`src/design/light_sensor_autogain_lux_assert.svh`:
```
// assertion macros for the light sensor auto-gain lux block
`ifndef LIGHT_SENSOR_AUTOGAIN_LUX_ASSERT_SVH
`define LIGHT_SENSOR_AUTOGAIN_LUX_ASSERT_SVH

// same-cycle implication, clocked on aclk, off during reset
`define LSAL_ASSERT_IMP(lbl, ante, cons) \
    lbl: assert property (@(posedge aclk) disable iff (!aresetn) (ante) |-> (cons)) \
        else $error("light sensor autogain: assertion failed");

// next-cycle implication, clocked on aclk, off during reset
`define LSAL_ASSERT_NEXT(lbl, ante, cons) \
    lbl: assert property (@(posedge aclk) disable iff (!aresetn) (ante) |=> (cons)) \
        else $error("light sensor autogain: assertion failed");

`endif

```
`src/design/lsal_pkg.sv`:
```
// shared types, level table and constants of the light sensor auto-gain lux block
`timescale 1ns / 1ps

package lsal_pkg;

    localparam int LSAL_LEVELS  = 5;
    localparam int LSAL_LEVEL_W = 3;
    localparam int LSAL_ROWS    = 5;
    localparam int LSAL_RECIP_W = 26;
    localparam int LSAL_QDEPTH  = 2;
    localparam int LSAL_QPTR_W  = (LSAL_QDEPTH > 1) ? $clog2(LSAL_QDEPTH) : 1;
    localparam int LSAL_QCNT_W  = $clog2(LSAL_QDEPTH + 1);

    localparam int LSAL_S_TDATA_W = 64;
    localparam int LSAL_M_TDATA_W = 56;

    // dn40 coefficients, q16
    localparam logic signed [17:0] LSAL_COEF_R = 18'sd9568;
    localparam logic signed [17:0] LSAL_COEF_G = 18'sd65536;
    localparam logic signed [17:0] LSAL_COEF_B = -18'sd29753;

    localparam logic signed [23:0] LSAL_LUX_MAX = 24'sh7FFFFF;
    localparam logic signed [23:0] LSAL_LUX_MIN = 24'sh800000;

    typedef struct packed {
        logic [1:0]              gain;
        logic [7:0]              itime;
        logic [15:0]             lower;     // zero means no lower limit
        logic [15:0]             upper;     // zero means no upper limit
        logic [LSAL_RECIP_W-1:0] recip;     // round(320 * 2^24 / (ms * gain)), q24
        logic                    short_int; // integration under 150 ms
        logic [15:0]             sat75;     // clear count saturation threshold, used only for short integration
    } lsal_row_t;

    // ms = floor((256 - itime) * 12 / 5): 614 for 0x00, 153 for 0xc0
    localparam lsal_row_t LSAL_TABLE [LSAL_ROWS] = '{
        '{2'd3, 8'h00, 16'd0,     16'd20000, 26'd145730,   1'b0, 16'd65535},
        '{2'd3, 8'hC0, 16'd4990,  16'd63000, 26'd584827,   1'b0, 16'd65535},
        '{2'd2, 8'hC0, 16'd16790, 16'd63000, 26'd2193100,  1'b0, 16'd65535},
        '{2'd1, 8'hC0, 16'd15840, 16'd63000, 26'd8772401,  1'b0, 16'd65535},
        '{2'd0, 8'hC0, 16'd15840, 16'd0,     26'd35089602, 1'b0, 16'd65535}
    };

    typedef struct packed {
        logic [15:0]             red;
        logic [15:0]             green;
        logic [15:0]             blue;
        logic [15:0]             clear;
        logic [LSAL_LEVEL_W-1:0] lvl;     // level that took the sample
        logic [LSAL_LEVEL_W-1:0] nxt;     // level in force afterwards
        logic                    changed;
    } lsal_item_t;

    typedef struct packed {
        logic full;
        logic empty;
    } lsal_q_status_t;

    typedef struct packed {
        logic signed [23:0]      lux_q4;
        logic                    lux_valid;
        logic [15:0]             ir_estimate;
        logic                    saturated;
        logic [LSAL_LEVEL_W-1:0] level_now;
        logic [1:0]              gain_code;
        logic [7:0]              integration_code;
    } lsal_result_t;

    // levels past the table use its last row
    function automatic lsal_row_t lsal_row(input logic [LSAL_LEVEL_W-1:0] lvl);
        lsal_row_t r;
        if (32'(lvl) < LSAL_ROWS) begin
            r = LSAL_TABLE[lvl];
        end else begin
            r = LSAL_TABLE[LSAL_ROWS-1];
        end
        return r;
    endfunction

endpackage

```
`src/design/lsal_front.sv`:
```
// front end: takes samples, runs the auto-gain decision and queues the work
`timescale 1ns / 1ps

module lsal_front
    import lsal_pkg::*;
(
    input  logic                      aclk,
    input  logic                      aresetn,
    input  logic                      s_tvalid,
    output logic                      s_tready,
    input  logic [LSAL_S_TDATA_W-1:0] s_tdata,
    input  lsal_q_status_t            q_status,
    output logic                      q_push,
    output lsal_item_t                q_item
);

    logic [LSAL_LEVEL_W-1:0] agc_reg, agc_next;
    logic                    reread_reg, reread_next;
    logic [LSAL_LEVEL_W-1:0] lvl;
    logic [15:0]             clear;
    lsal_row_t               row;
    logic                    step_up, step_down;

    assign s_tready = !q_status.full;
    assign q_push   = s_tvalid && s_tready;
    assign clear    = s_tdata[63:48];

    always_comb begin
        lvl = (agc_reg > LSAL_LEVEL_W'(LSAL_LEVELS - 1)) ?
              LSAL_LEVEL_W'(LSAL_LEVELS - 1) : agc_reg;
        row = lsal_row(lvl);
        step_up   = (row.upper != 16'd0) && (clear > row.upper) &&
                    (lvl < LSAL_LEVEL_W'(LSAL_LEVELS - 1));
        step_down = (row.lower != 16'd0) && (clear < row.lower) &&
                    (lvl != '0);

        q_item.red     = s_tdata[15:0];
        q_item.green   = s_tdata[31:16];
        q_item.blue    = s_tdata[47:32];
        q_item.clear   = clear;
        q_item.lvl     = lvl;
        q_item.nxt     = lvl;
        q_item.changed = 1'b0;
        reread_next    = 1'b0;
        // the sample after a level change is the re-read and never steps
        if (!reread_reg) begin
            priority if (step_up) begin
                q_item.nxt = lvl + LSAL_LEVEL_W'(1);
            end else if (step_down) begin
                q_item.nxt = lvl - LSAL_LEVEL_W'(1);
            end
            q_item.changed = step_up || step_down;
            reread_next    = step_up || step_down;
        end
        agc_next = q_item.nxt;
    end

    always_ff @(posedge aclk) begin
        if (!aresetn) begin
            agc_reg    <= '0;
            reread_reg <= 1'b0;
        end else if (q_push) begin
            agc_reg    <= agc_next;
            reread_reg <= reread_next;
        end
    end

endmodule

```
`src/design/lsal_fifo.sv`:
```
// short queue of classified samples between front and back end
`timescale 1ns / 1ps

module lsal_fifo
    import lsal_pkg::*;
(
    input  logic           aclk,
    input  logic           aresetn,
    input  logic           push,
    input  lsal_item_t     push_item,
    input  logic           pop,
    output lsal_item_t     head_item,
    output lsal_q_status_t status
);

    lsal_item_t             mem [LSAL_QDEPTH];
    logic [LSAL_QPTR_W-1:0] wr_ptr_reg, rd_ptr_reg;
    logic [LSAL_QCNT_W-1:0] count_reg;

    function automatic logic [LSAL_QPTR_W-1:0] ptr_inc(input logic [LSAL_QPTR_W-1:0] p);
        logic [LSAL_QPTR_W-1:0] n;
        if (p == LSAL_QPTR_W'(LSAL_QDEPTH - 1)) begin
            n = '0;
        end else begin
            n = p + LSAL_QPTR_W'(1);
        end
        return n;
    endfunction

    assign head_item    = mem[rd_ptr_reg];
    assign status.full  = (count_reg == LSAL_QCNT_W'(LSAL_QDEPTH));
    assign status.empty = (count_reg == '0);

    always_ff @(posedge aclk) begin
        if (push) begin
            mem[wr_ptr_reg] <= push_item;
        end
    end

    always_ff @(posedge aclk) begin
        if (!aresetn) begin
            wr_ptr_reg <= '0;
            rd_ptr_reg <= '0;
            count_reg  <= '0;
        end else begin
            if (push) begin
                wr_ptr_reg <= ptr_inc(wr_ptr_reg);
            end
            if (pop) begin
                rd_ptr_reg <= ptr_inc(rd_ptr_reg);
            end
            unique case ({push, pop})
                2'b10:   count_reg <= count_reg + LSAL_QCNT_W'(1);
                2'b01:   count_reg <= count_reg - LSAL_QCNT_W'(1);
                default: count_reg <= count_reg;
            endcase
        end
    end

endmodule

```
`src/design/lsal_back.sv`:
```
// back end: ir estimate, dn40 lux sequencer and output register
`timescale 1ns / 1ps

module lsal_back
    import lsal_pkg::*;
(
    input  logic           aclk,
    input  logic           aresetn,
    input  lsal_q_status_t q_status,
    input  lsal_item_t     head_item,
    output logic           q_pop,
    output logic           m_valid,
    input  logic           m_ready,
    output lsal_result_t   m_result
);

    localparam logic [2:0] ST_IDLE = 3'd0;
    localparam logic [2:0] ST_IR   = 3'd1;
    localparam logic [2:0] ST_MAC  = 3'd2;
    localparam logic [2:0] ST_ABS  = 3'd3;
    localparam logic [2:0] ST_MUL0 = 3'd4;
    localparam logic [2:0] ST_MUL1 = 3'd5;
    localparam logic [2:0] ST_RND  = 3'd6;
    localparam logic [2:0] ST_OUT  = 3'd7;

    logic [2:0]         st_reg, st_next;
    lsal_item_t         item_reg;
    logic [15:0]        ir_reg;
    logic               sat_reg;
    logic [1:0]         k_reg;
    logic signed [33:0] acc_reg;
    logic               neg_reg;
    logic [32:0]        mag_reg;
    logic [59:0]        prod_reg;
    logic signed [23:0] lux_reg;
    lsal_result_t       out_reg;
    logic               out_valid_reg;

    lsal_row_t          row_cur, row_nxt;
    logic [17:0]        sum3, sum_diff;
    logic [16:0]        half;
    logic [15:0]        ir_calc;
    logic [15:0]        chan;
    logic signed [17:0] coef;
    logic signed [16:0] diff;
    logic signed [34:0] mac_prod;
    logic [42:0]        pp_lo;
    logic [41:0]        pp_hi;
    logic [59:0]        rnd;
    logic [23:0]        rmag;
    logic signed [23:0] lux_calc;
    logic               load_out;

    assign row_cur  = lsal_row(item_reg.lvl);
    assign row_nxt  = lsal_row(item_reg.nxt);
    assign q_pop    = (st_reg == ST_IDLE) && !q_status.empty;
    assign load_out = (st_reg == ST_OUT) && (!out_valid_reg || m_ready);
    assign m_valid  = out_valid_reg;
    assign m_result = out_reg;

    always_comb begin
        sum3     = 18'(item_reg.red) + 18'(item_reg.green) + 18'(item_reg.blue);
        sum_diff = sum3 - 18'(item_reg.clear);
        half     = sum_diff[17:1];
        if (sum3 > 18'(item_reg.clear)) begin
            ir_calc = half[16] ? 16'hFFFF : half[15:0];
        end else begin
            ir_calc = '0;
        end

        // one coefficient term per step through a shared multiplier
        unique case (k_reg)
            2'd0: begin
                chan = item_reg.red;
                coef = LSAL_COEF_R;
            end
            2'd1: begin
                chan = item_reg.green;
                coef = LSAL_COEF_G;
            end
            default: begin
                chan = item_reg.blue;
                coef = LSAL_COEF_B;
            end
        endcase
        diff     = $signed({1'b0, chan}) - $signed({1'b0, ir_reg});
        mac_prod = 35'(coef) * 35'(diff);

        // 33 x 26 magnitude product in two halves
        pp_lo = 43'(mag_reg[16:0]) * 43'(row_cur.recip);
        pp_hi = 42'(mag_reg[32:17]) * 42'(row_cur.recip);

        // round half away from zero on the magnitude, then clamp
        rnd  = prod_reg + (60'd1 << 35);
        rmag = rnd[59:36];
        if (neg_reg) begin
            lux_calc = (rmag > 24'h800000) ? LSAL_LUX_MIN : $signed(24'(-rmag));
        end else begin
            lux_calc = (rmag > 24'h7FFFFF) ? LSAL_LUX_MAX : $signed(rmag);
        end
        if (item_reg.changed) begin
            lux_calc = '0;
        end
    end

    always_comb begin
        st_next = st_reg;
        unique case (st_reg)
            ST_IDLE: if (!q_status.empty) st_next = ST_IR;
            ST_IR:   st_next = ST_MAC;
            ST_MAC:  if (k_reg == 2'd2) st_next = ST_ABS;
            ST_ABS:  st_next = ST_MUL0;
            ST_MUL0: st_next = ST_MUL1;
            ST_MUL1: st_next = ST_RND;
            ST_RND:  st_next = ST_OUT;
            ST_OUT:  if (load_out) st_next = ST_IDLE;
            default: st_next = ST_IDLE;
        endcase
    end

    always_ff @(posedge aclk) begin
        if (!aresetn) begin
            st_reg        <= ST_IDLE;
            out_valid_reg <= 1'b0;
        end else begin
            st_reg <= st_next;
            if (load_out) begin
                out_valid_reg <= 1'b1;
            end else if (m_ready) begin
                out_valid_reg <= 1'b0;
            end
        end
    end

    always_ff @(posedge aclk) begin
        unique case (st_reg)
            ST_IDLE: begin
                item_reg <= head_item;
                k_reg    <= '0;
                acc_reg  <= '0;
            end
            ST_IR: begin
                ir_reg  <= ir_calc;
                sat_reg <= row_cur.short_int && (item_reg.clear > row_cur.sat75);
            end
            ST_MAC: begin
                acc_reg <= acc_reg + 34'(mac_prod);
                k_reg   <= k_reg + 2'd1;
            end
            ST_ABS: begin
                neg_reg <= acc_reg[33];
                mag_reg <= acc_reg[33] ? 33'(-acc_reg) : 33'(acc_reg);
            end
            ST_MUL0: prod_reg <= 60'(pp_lo);
            ST_MUL1: prod_reg <= prod_reg + (60'(pp_hi) << 17);
            ST_RND:  lux_reg  <= lux_calc;
            default: begin
                if (load_out) begin
                    out_reg.lux_q4           <= lux_reg;
                    out_reg.lux_valid        <= !item_reg.changed;
                    out_reg.ir_estimate      <= ir_reg;
                    out_reg.saturated        <= sat_reg;
                    out_reg.level_now        <= item_reg.nxt;
                    out_reg.gain_code        <= row_nxt.gain;
                    out_reg.integration_code <= row_nxt.itime;
                end
            end
        endcase
    end

endmodule

```
`src/design/light_sensor_autogain_lux.sv`:
```
// top level of the light sensor auto-gain lux block
// Each beat on s_ carries one raw red, green, blue and clear sample and yields
// one beat on m_ with the ir estimate, dn40 lux in q4, the auto-gain level now
// in force and the gain and integration codes to program for it. The front
// end takes a sample and decides the level step at once, so the level and
// codes follow the sample order exactly; it holds samples in a two-entry
// queue. The back end works through ir, three coefficient steps through one
// shared 18 x 17 multiplier, magnitude, two half products of the 33 x 26
// lux product, rounding and the output register, one sample at a time. A
// sample that changes the level returns lux 0 with m_tuser low, and the
// next sample is the re-read.
`timescale 1ns / 1ps
`include "light_sensor_autogain_lux_assert.svh"

module light_sensor_autogain_lux
    import lsal_pkg::*;
(
    input  logic                      aclk,
    input  logic                      aresetn,
    input  logic                      s_tvalid,
    output logic                      s_tready,
    // red[15:0], green[31:16], blue[47:32], clear[63:48]
    input  logic [LSAL_S_TDATA_W-1:0] s_tdata,
    output logic                      m_tvalid,
    input  logic                      m_tready,
    // lux_q4[23:0], ir_estimate[39:24], saturated[40], level_now[43:41],
    // gain_code[45:44], integration_code[53:46], zero pad[55:54]
    output logic [LSAL_M_TDATA_W-1:0] m_tdata,
    // lux_valid
    output logic                      m_tuser
);

    lsal_q_status_t q_status;
    logic           q_push, q_pop;
    lsal_item_t     q_item, head_item;
    lsal_result_t   result;
    lsal_row_t      out_row;

    lsal_front u_front (
        .aclk     (aclk),
        .aresetn  (aresetn),
        .s_tvalid (s_tvalid),
        .s_tready (s_tready),
        .s_tdata  (s_tdata),
        .q_status (q_status),
        .q_push   (q_push),
        .q_item   (q_item)
    );

    lsal_fifo u_fifo (
        .aclk      (aclk),
        .aresetn   (aresetn),
        .push      (q_push),
        .push_item (q_item),
        .pop       (q_pop),
        .head_item (head_item),
        .status    (q_status)
    );

    lsal_back u_back (
        .aclk      (aclk),
        .aresetn   (aresetn),
        .q_status  (q_status),
        .head_item (head_item),
        .q_pop     (q_pop),
        .m_valid   (m_tvalid),
        .m_ready   (m_tready),
        .m_result  (result)
    );

    assign m_tdata = {2'b00, result.integration_code, result.gain_code, result.level_now,
                      result.saturated, result.ir_estimate, result.lux_q4};
    assign m_tuser = result.lux_valid;

    // table row of the reported level
    assign out_row = lsal_row(m_tdata[43:41]);

    // a level change forces the following accepted sample to be a plain re-read
    `LSAL_ASSERT_NEXT(a_reread_after_change, q_push && q_item.changed, !(q_push && q_item.changed))
    // no lux is reported on a level-change beat
    `LSAL_ASSERT_IMP(a_no_lux_on_change, m_tvalid && !m_tuser, m_tdata[23:0] == 24'd0)
    // reported level stays in range and its gain code matches the table
    `LSAL_ASSERT_IMP(a_level_range, m_tvalid, m_tdata[43:41] <= LSAL_LEVEL_W'(LSAL_LEVELS - 1))
    `LSAL_ASSERT_IMP(a_gain_matches, m_tvalid, m_tdata[45:44] == out_row.gain)

endmodule

```
`config.mk`:
```
export PLATFORM = sky130hd
export DESIGN_NAME = light_sensor_autogain_lux
export DESIGN_NICKNAME = d
export VERILOG_FILES = /design/src/design/lsal_pkg.sv /design/src/design/lsal_front.sv /design/src/design/lsal_fifo.sv /design/src/design/lsal_back.sv /design/src/design/light_sensor_autogain_lux.sv
export VERILOG_INCLUDE_DIRS = /design/src /design/src/design
export SDC_FILE = /design/constraint.sdc
export NUM_CORES = 2
export LEC_CHECK = 0
export BUFFER_PORTS_ARGS = -buffer_cell sky130_fd_sc_hd__clkbuf_2
export CAP_MARGIN = 20
export CORE_MARGIN = 3
export CORE_UTILIZATION = 35
export CTS_CLUSTER_DIAMETER = 60
export CTS_CLUSTER_SIZE = 28
export DETAILED_ROUTE_END_ITERATION = 10
export SLEW_MARGIN = 20
export SYNTH_ARGS = -nofsm -noshare
export SYNTH_HDL_FRONTEND = slang
export SYNTH_SLANG_ARGS = --single-unit
export TNS_END_PERCENT = 30
```
`constraint.sdc`:
```
create_clock -name aclk -period 13.61 [get_ports aclk]
set_input_delay 3.4025 -clock aclk [delete_from_list [all_inputs] [get_ports aclk]]
set_output_delay 3.4025 -clock aclk [all_outputs]
set_load 0.02 [all_outputs]
```
### Yosys cells after proc, flatten, opt, wreduce, memory -nomap -nowiden

Memories as Yosys holds them, arrays and structs flattened. A register that Yosys moved wholly into a read port is not among the register bits.
Cells that the tools add are included.

* RAM bits: 142
* memories: 4
* memory bits (read-only): 2040
* logic and storage cells: 135
* register bits: 228
* input port bits: 68
* output and inout bits: 59

Memories
* (no name shown): depth 8, width 85, rd ports 1, clocked after memory_dff 0, wr ports 0, RTL line lsal_pkg.sv:73 `r = LSAL_TABLE[lvl];`
* (no name shown): depth 8, width 85, rd ports 1, clocked after memory_dff 1, wr ports 0, RTL line lsal_pkg.sv:73
* (no name shown): depth 8, width 85, rd ports 1, clocked after memory_dff 0, wr ports 0, RTL line lsal_pkg.sv:73
* u_fifo.mem: depth 2, width 71, rd ports 1, clocked after memory_dff 1, wr ports 1, RTL line lsal_fifo.sv:16 `lsal_item_t mem [LSAL_QDEPTH];`

* $add $sub $neg: 16
* order comparisons: 13
* multipliers: 3
* reduce and logical (&&, ||, !) cells: 28
* bitwise logic cells: 4
* mux-type cells: 32
* equal/unequal tests: 15

Operator list (count)
* 2-to-1 mux 75 bit: 3
* 2-to-1 mux 43 bit: 3
* case mux 60 bit (2 select lines): 1
* 2-to-1 mux 24 bit: 3
* case mux 34 bit (2 select lines): 1
* adder 60 x 36 -> 60 bit, second input constant: 1
* adder 60 x 59 -> 60 bit: 1
* multiplier 17 x 26 -> 43 bit: 1
* multiplier 16 x 26 -> 42 bit: 1
* case mux 18 bit (2 select lines): 1
* adder 34 bit: 1
* multiplier 18 x 17 -> 34 bit: 1
* 2-to-1 mux 33 bit: 1
* negation 33 bit: 1
* greater-than comparator 16 bit: 2
* case mux 16 bit (2 select lines): 1
* nonzero test 16 bit: 2
* greater-than comparator 24 x 23 -> 1 bit, second input constant: 1
* greater-than comparator 24 bit, second input constant: 1
* negation 24 bit: 1
* case mux 3 bit (8 select lines): 1
* adder 18 x 16 -> 18 bit: 1
* greater-than comparator 18 x 16 -> 1 bit: 1
* 2-to-1 mux 3 bit: 6
* other kinds (35): 74

### Logic depth before layout (Yosys ltp)

* depth in word-level cells: 13
* depth in mapped cells: 41
* depth with buffers taken out: 39

### Hierarchy

Synthesis repeated with hierarchy kept, for this count alone.

* cell total of the unflattened synthesis: 5645
* area, all modules: 57446.3 sq um

By module, submodules not included
* lsal_back: sequential area each 8217.9 sq um, times used 1, area each 50519.7 sq um, cells an instance 5194
* lsal_fifo: sequential area each 4364.2 sq um, times used 1, area each 5320.1 sq um, cells an instance 243
* lsal_front: sequential area each 80.1 sq um, times used 1, area each 1587.8 sq um, cells an instance 205
* light_sensor_autogain_lux: sequential area each 0.0 sq um, times used 1, area each 18.8 sq um, cells an instance 3

### Worst setup path after synthesis

Ideal clock, no wire load.

* kind: register to register
* start point: reg u_back.k_reg[0]
* end point: reg u_back.acc_reg[33] (data pin)
* path buffers: 2
* required time: 13344 ps
* setup slack: 4454 ps
* cell stages (with the launch flop): 37
* library setup time: 266 ps
* period minus slack after synthesis: 9156 ps
* data arrival time: 8890 ps
* cells stage by stage: edfxtp_1 > inv_1 > ha_1 > clkbuf_1 > nor2_1 > clkbuf_1 > a21oi_1 > ha_1 > fa_1 > nor2b_1 > o21ai_0 > a21boi_0 > o21ai_0 > a21boi_0 > o2111ai_1 > nand3_1 > nand4_1 > a31oi_1 > inv_1 > fa_1 > fa_1 > inv_1 > fa_1 > inv_1 > fa_1 > fa_1 > inv_1 > fa_1 > ha_1 > a211o_1 > or3_1 > a211oi_1 > o32a_1 > a211oi_1 > a221oi_1 > xnor2_1 > nor2_1

* cells in the longest elaborated chain, start to end: 6
* elaborated cells on any way between the ends: 8
* classes of those cells: 2 x add/sub; 1 x mul; 1 x eq/ne; 3 x mux; 1 x reduce/logical

RTL lines
* start: declaration: RTL line lsal_back.sv:30 `logic [1:0] k_reg;`
* start signal: assignment: RTL line lsal_back.sv:148 `k_reg <= k_reg + 2'd1;`
* == test 2 x 1 -> 1 bit / zero test 2 bit (equally long branches): RTL line lsal_back.sv:72 `unique case (k_reg)`
* case mux 16 bit (2 select lines): RTL line lsal_back.sv:72
* subtractor 16 x 16 -> 17 bit: RTL line lsal_back.sv:86 `diff = $signed({1'b0, chan}) - $signed({1'b0, ir_reg});`
* multiplier 18 x 17 -> 34 bit (*): RTL line lsal_back.sv:87 `mac_prod = 35'(coef) * 35'(diff);`
* adder 34 bit (*): RTL line lsal_back.sv:147 `acc_reg <= acc_reg + 34'(mac_prod);`
* case mux 34 bit (2 select lines) (*): RTL line lsal_back.sv:136 `unique case (st_reg)`
* end signal: assignment: RTL line lsal_back.sv:147
* end: declaration: RTL line lsal_back.sv:31 `logic signed [33:0] acc_reg;`

Every way passes the cells marked *; elsewhere a longest branch is shown, timed or not.
A chain may end at the register's enable or synchronous reset.

### Worst setup path in the final report

Same ends and word-level chain as after synthesis.

==> run_results.csv <==
group,metric,value,unit
sta,timing.clock.skew,0.0281,ns
grt,grtUsageTotal,19.0,%
floorplan,initial_core_util,35.3,%
drt,detail-route-antenna-nets,0,
drt,detail_route.wl_per_cell,19.8,um
sta,fmax,91.8,MHz
place,placement.io_buffers,117,
setup_path,cp_data_required_time,13.92,ns
logic_synthesis,syn_inst,5727,
logic_synthesis,netlist_top_cells_count,"1227 x sky130_fd_sc_hd__inv_1, 912 x sky130_fd_sc_hd__fa_1, 564 x sky130_fd_sc_hd__ha_1",
floorplan,vert_die_dim,412,um
floorplan,die_area,169000,um2
drt,drtPass1Iterations,5,
status,outcome,"finished, final reports clean",
sta,timing.final.crit_period,10.89,ns
grt,grt_start_max_net_pins,61,
logic_synthesis,synth_cell_type_count,88,
sta,final.period_utilization,80.0,%
logic_synthesis,syn_avg_cell_area,10.1,um2
logic_synthesis,yosysWarningCount,0,
clocking,cts_resized,0,
setup_path,cpPeakStageDelay,0.90,ns
logic_synthesis,synth-edff-count,413,
final_layout,syn2layout_area_growth,7.72,%
hold_path,holdCritPathClass,"reg2reg",
logic_synthesis,synthesis.area,57600,um2
logic_synthesis,synth_sequential_area_ratio,21.9,%
final_layout,largest_register_ff_count,142,
setup_path,timing.critical_path.mode_cell,"sky130_fd_sc_hd__fa_1",
setup_path,setup_crit_start_kind,"flop",
grt,grt-ovfl-total,0,
clocking,cts_buffers,35,
floorplan,coreArea,163000,um2
clocking,h_tree_lvl_count,2,
drt,total_wire_length,158000,um
place,globalplace.congestion,0.906,
drt,dr.first_iter.drc_count,2965,
floorplan,number_of_cell_rows,148,
sta,report.final.slew_viol_count,0,
sta,setup_repair_after_global_routing_missed_its_margin,"no",
setup_path,crit_path_top_delay_cell,"sky130_fd_sc_hd__nor2_2",
setup_path,critPathCaptureType,"flop",
logic_synthesis,synth.largest_area_cell,"sky130_fd_sc_hd__fa_1",
sta,finalSetupViolations,0,
sta,tightest_slew,1.17,ns
place,hpwl,130000,um
grt,grt_antenna_before_repair,2,
clocking,ctsRootBufferMaster,"sky130_fd_sc_hd__clkbuf_16",
final_layout,num-nets-final,7306,
clocking,clock-sinks,425,
floorplan,pin_count,127,
clocking,cts_max_path_buffers,3,
logic_synthesis,synth_ff_type,"sky130_fd_sc_hd__edfxtp_1",
setup_path,maximum_net_fanout_on_the_critical_path,25,
drt,via_count,39800,
clocking,clk_transition_reported_paths,0.07,ns
drt,detail_routed_via_count_per_cell,5.00,
clocking,cts_tree,"done",
sta,worst_slew_margin_rel,22.0,%
final_layout,layout-drive-gt1-share,6.58,%
drt,drc_errors,0,
setup_path,worst_ep_arrival_time,11.20,ns
clocking,worst_skew_pair_latency,0.59,ns
logic_synthesis,asyncSetResetFlopFracSynth,0,%
setup_path,critical_path_class,"reg2reg",
clocking,post_cts_hold_buffer_count,0,
clocking,number_of_buffers_inserted_by_post_cts_setup_repair,0,
logic_synthesis,yosys_register_bits,425,
logic_synthesis,yosysMostFrequentCell,"sky130_fd_sc_hd__inv_1",
floorplan,die_w,412,um
grt,grt_pass1_wl,250000,um
flow_run,maxCapViolCount,0,
sta,hold_viol,0,
logic_synthesis,synthDominantCellAreaShare,31.7,%
grt,number_of_global_route_vias_before_repair,42400,
logic_synthesis,post_synth_main_area_contributors,"sky130_fd_sc_hd__fa_1 32%, sky130_fd_sc_hd__edfxtp_1 22%, sky130_fd_sc_hd__ha_1 12%, sky130_fd_sc_hd__inv_1 8.0%, sky130_fd_sc_hd__nand2_1 3.7%",
sta,tns,0,ns
## cells by family after synthesis
group,count (synthesis),synth area share [%]
AOI/OAI and AO/OA,696,7.82
xor gates and xnor gates,239,3.63
buffers and inverters,1418,9.32
other,1,0.00651
muxes,91,1.74
and+or+nand+nor,1381,11.6
adders and majority gates,1476,43.9
DFF,425,21.9
## worst paths after layout
path	startpoint	to	slack, ns	cells after the start
worst min-delay path	u_back.lux_reg[13]$_SDFFCE_PP0P_	u_back.m_result[44]$_DFFE_PP_	0.41	0
worst max-delay path	u_back.k_reg[0]$_SDFFCE_PN0P_	u_back.acc_reg[33]$_SDFFCE_PN0P_	2.72	33
worst min register to register	u_back.lux_reg[13]$_SDFFCE_PP0P_	u_back.m_result[44]$_DFFE_PP_	0.41	0
worst max register to register	u_back.k_reg[0]$_SDFFCE_PN0P_	u_back.acc_reg[33]$_SDFFCE_PN0P_	2.72	33
## stage by stage
stage | util [%] | worst slack (ns) | area, um2 | instances | hold slack (ns)
after floorplan | - | 4.45 | 57600 | 5735 | 0.400
after global placement | 37.2 | 3.03 | 60700 | 7899 | 0.402
after detailed placement | 37.2 | 2.82 | 60700 | 7899 | 0.405
after CTS | 38.0 | 2.78 | 62000 | 7962 | 0.416
after global routing | 38.0 | 2.04 | 62000 | 7963 | 0.432
final | 38.0 | 2.72 | 62000 | 7964 | 0.414
## layout make-up
type                            count  area, um2
Inverter                         1228       4610
Fill cell                       16200     101000
Clock inverter                     24        368
Tap cell                         2175       2720
Multi-Input combinational cell   3892      39700
Timing Repair Buffer              180       1070
Clock buffer                       39        933
Antenna cell                        1       2.50
Sequential cell                   425      12600
## cells in the final DEF (no fill, tap or decap), types with 18 or more instances in the layout
| master | instances |
|---|---|
| sky130_fd_sc_hd__edfxtp_1 | 413 |
| sky130_fd_sc_hd__clkbuf_2 | 117 |
| sky130_fd_sc_hd__mux2_2 | 73 |
| sky130_fd_sc_hd__xnor2_1 | 161 |
| sky130_fd_sc_hd__o21ai_0 | 137 |
| sky130_fd_sc_hd__nor3_1 | 41 |
| sky130_fd_sc_hd__or2_2 | 19 |
| sky130_fd_sc_hd__nand2_1 | 560 |
| sky130_fd_sc_hd__nor2_1 | 215 |
| sky130_fd_sc_hd__a211oi_1 | 26 |
| sky130_fd_sc_hd__and3_1 | 40 |
| sky130_fd_sc_hd__a21o_1 | 77 |
| sky130_fd_sc_hd__buf_4 | 62 |
| sky130_fd_sc_hd__or3_1 | 19 |
| sky130_fd_sc_hd__mux2i_1 | 18 |
| sky130_fd_sc_hd__xor2_1 | 78 |
| sky130_fd_sc_hd__ha_1 | 564 |
| sky130_fd_sc_hd__nand3_1 | 66 |
| sky130_fd_sc_hd__and2_1 | 246 |
| sky130_fd_sc_hd__nor2b_1 | 39 |
| sky130_fd_sc_hd__o21bai_1 | 24 |
| sky130_fd_sc_hd__nand4_1 | 31 |
| sky130_fd_sc_hd__nand2b_1 | 29 |
| sky130_fd_sc_hd__clkbuf_16 | 37 |
| sky130_fd_sc_hd__fa_1 | 912 |
| sky130_fd_sc_hd__inv_1 | 1227 |
| sky130_fd_sc_hd__o21a_1 | 52 |
| sky130_fd_sc_hd__a21oi_1 | 201 |
## critical path: cells and delay by family (launching register included)
family	cells	cell delay, ns
and+or+nand+nor	6	1.84
buffers and inverters	4	0.46
xor gates and xnor gates	1	0.15
adders and majority gates	10	4.51
DFF	1	0.44
AOI/OAI and AO/OA	12	3.22
## routing by layer
metal / up-vias / global-route usage (%) / wire (um)
li1: 18300 / - / -
met2: 1139 / 31.4 / 74100
met3: 223 / 2.47 / 9280
met1: 20200 / 26.1 / 69300
met4: 0 / 5.54 / 5240
met5: - / 0 / 0
Power is left out: the tool's default activity adds up to more than one toggle a clock period on the data nets, which glitch-free logic cannot reach.
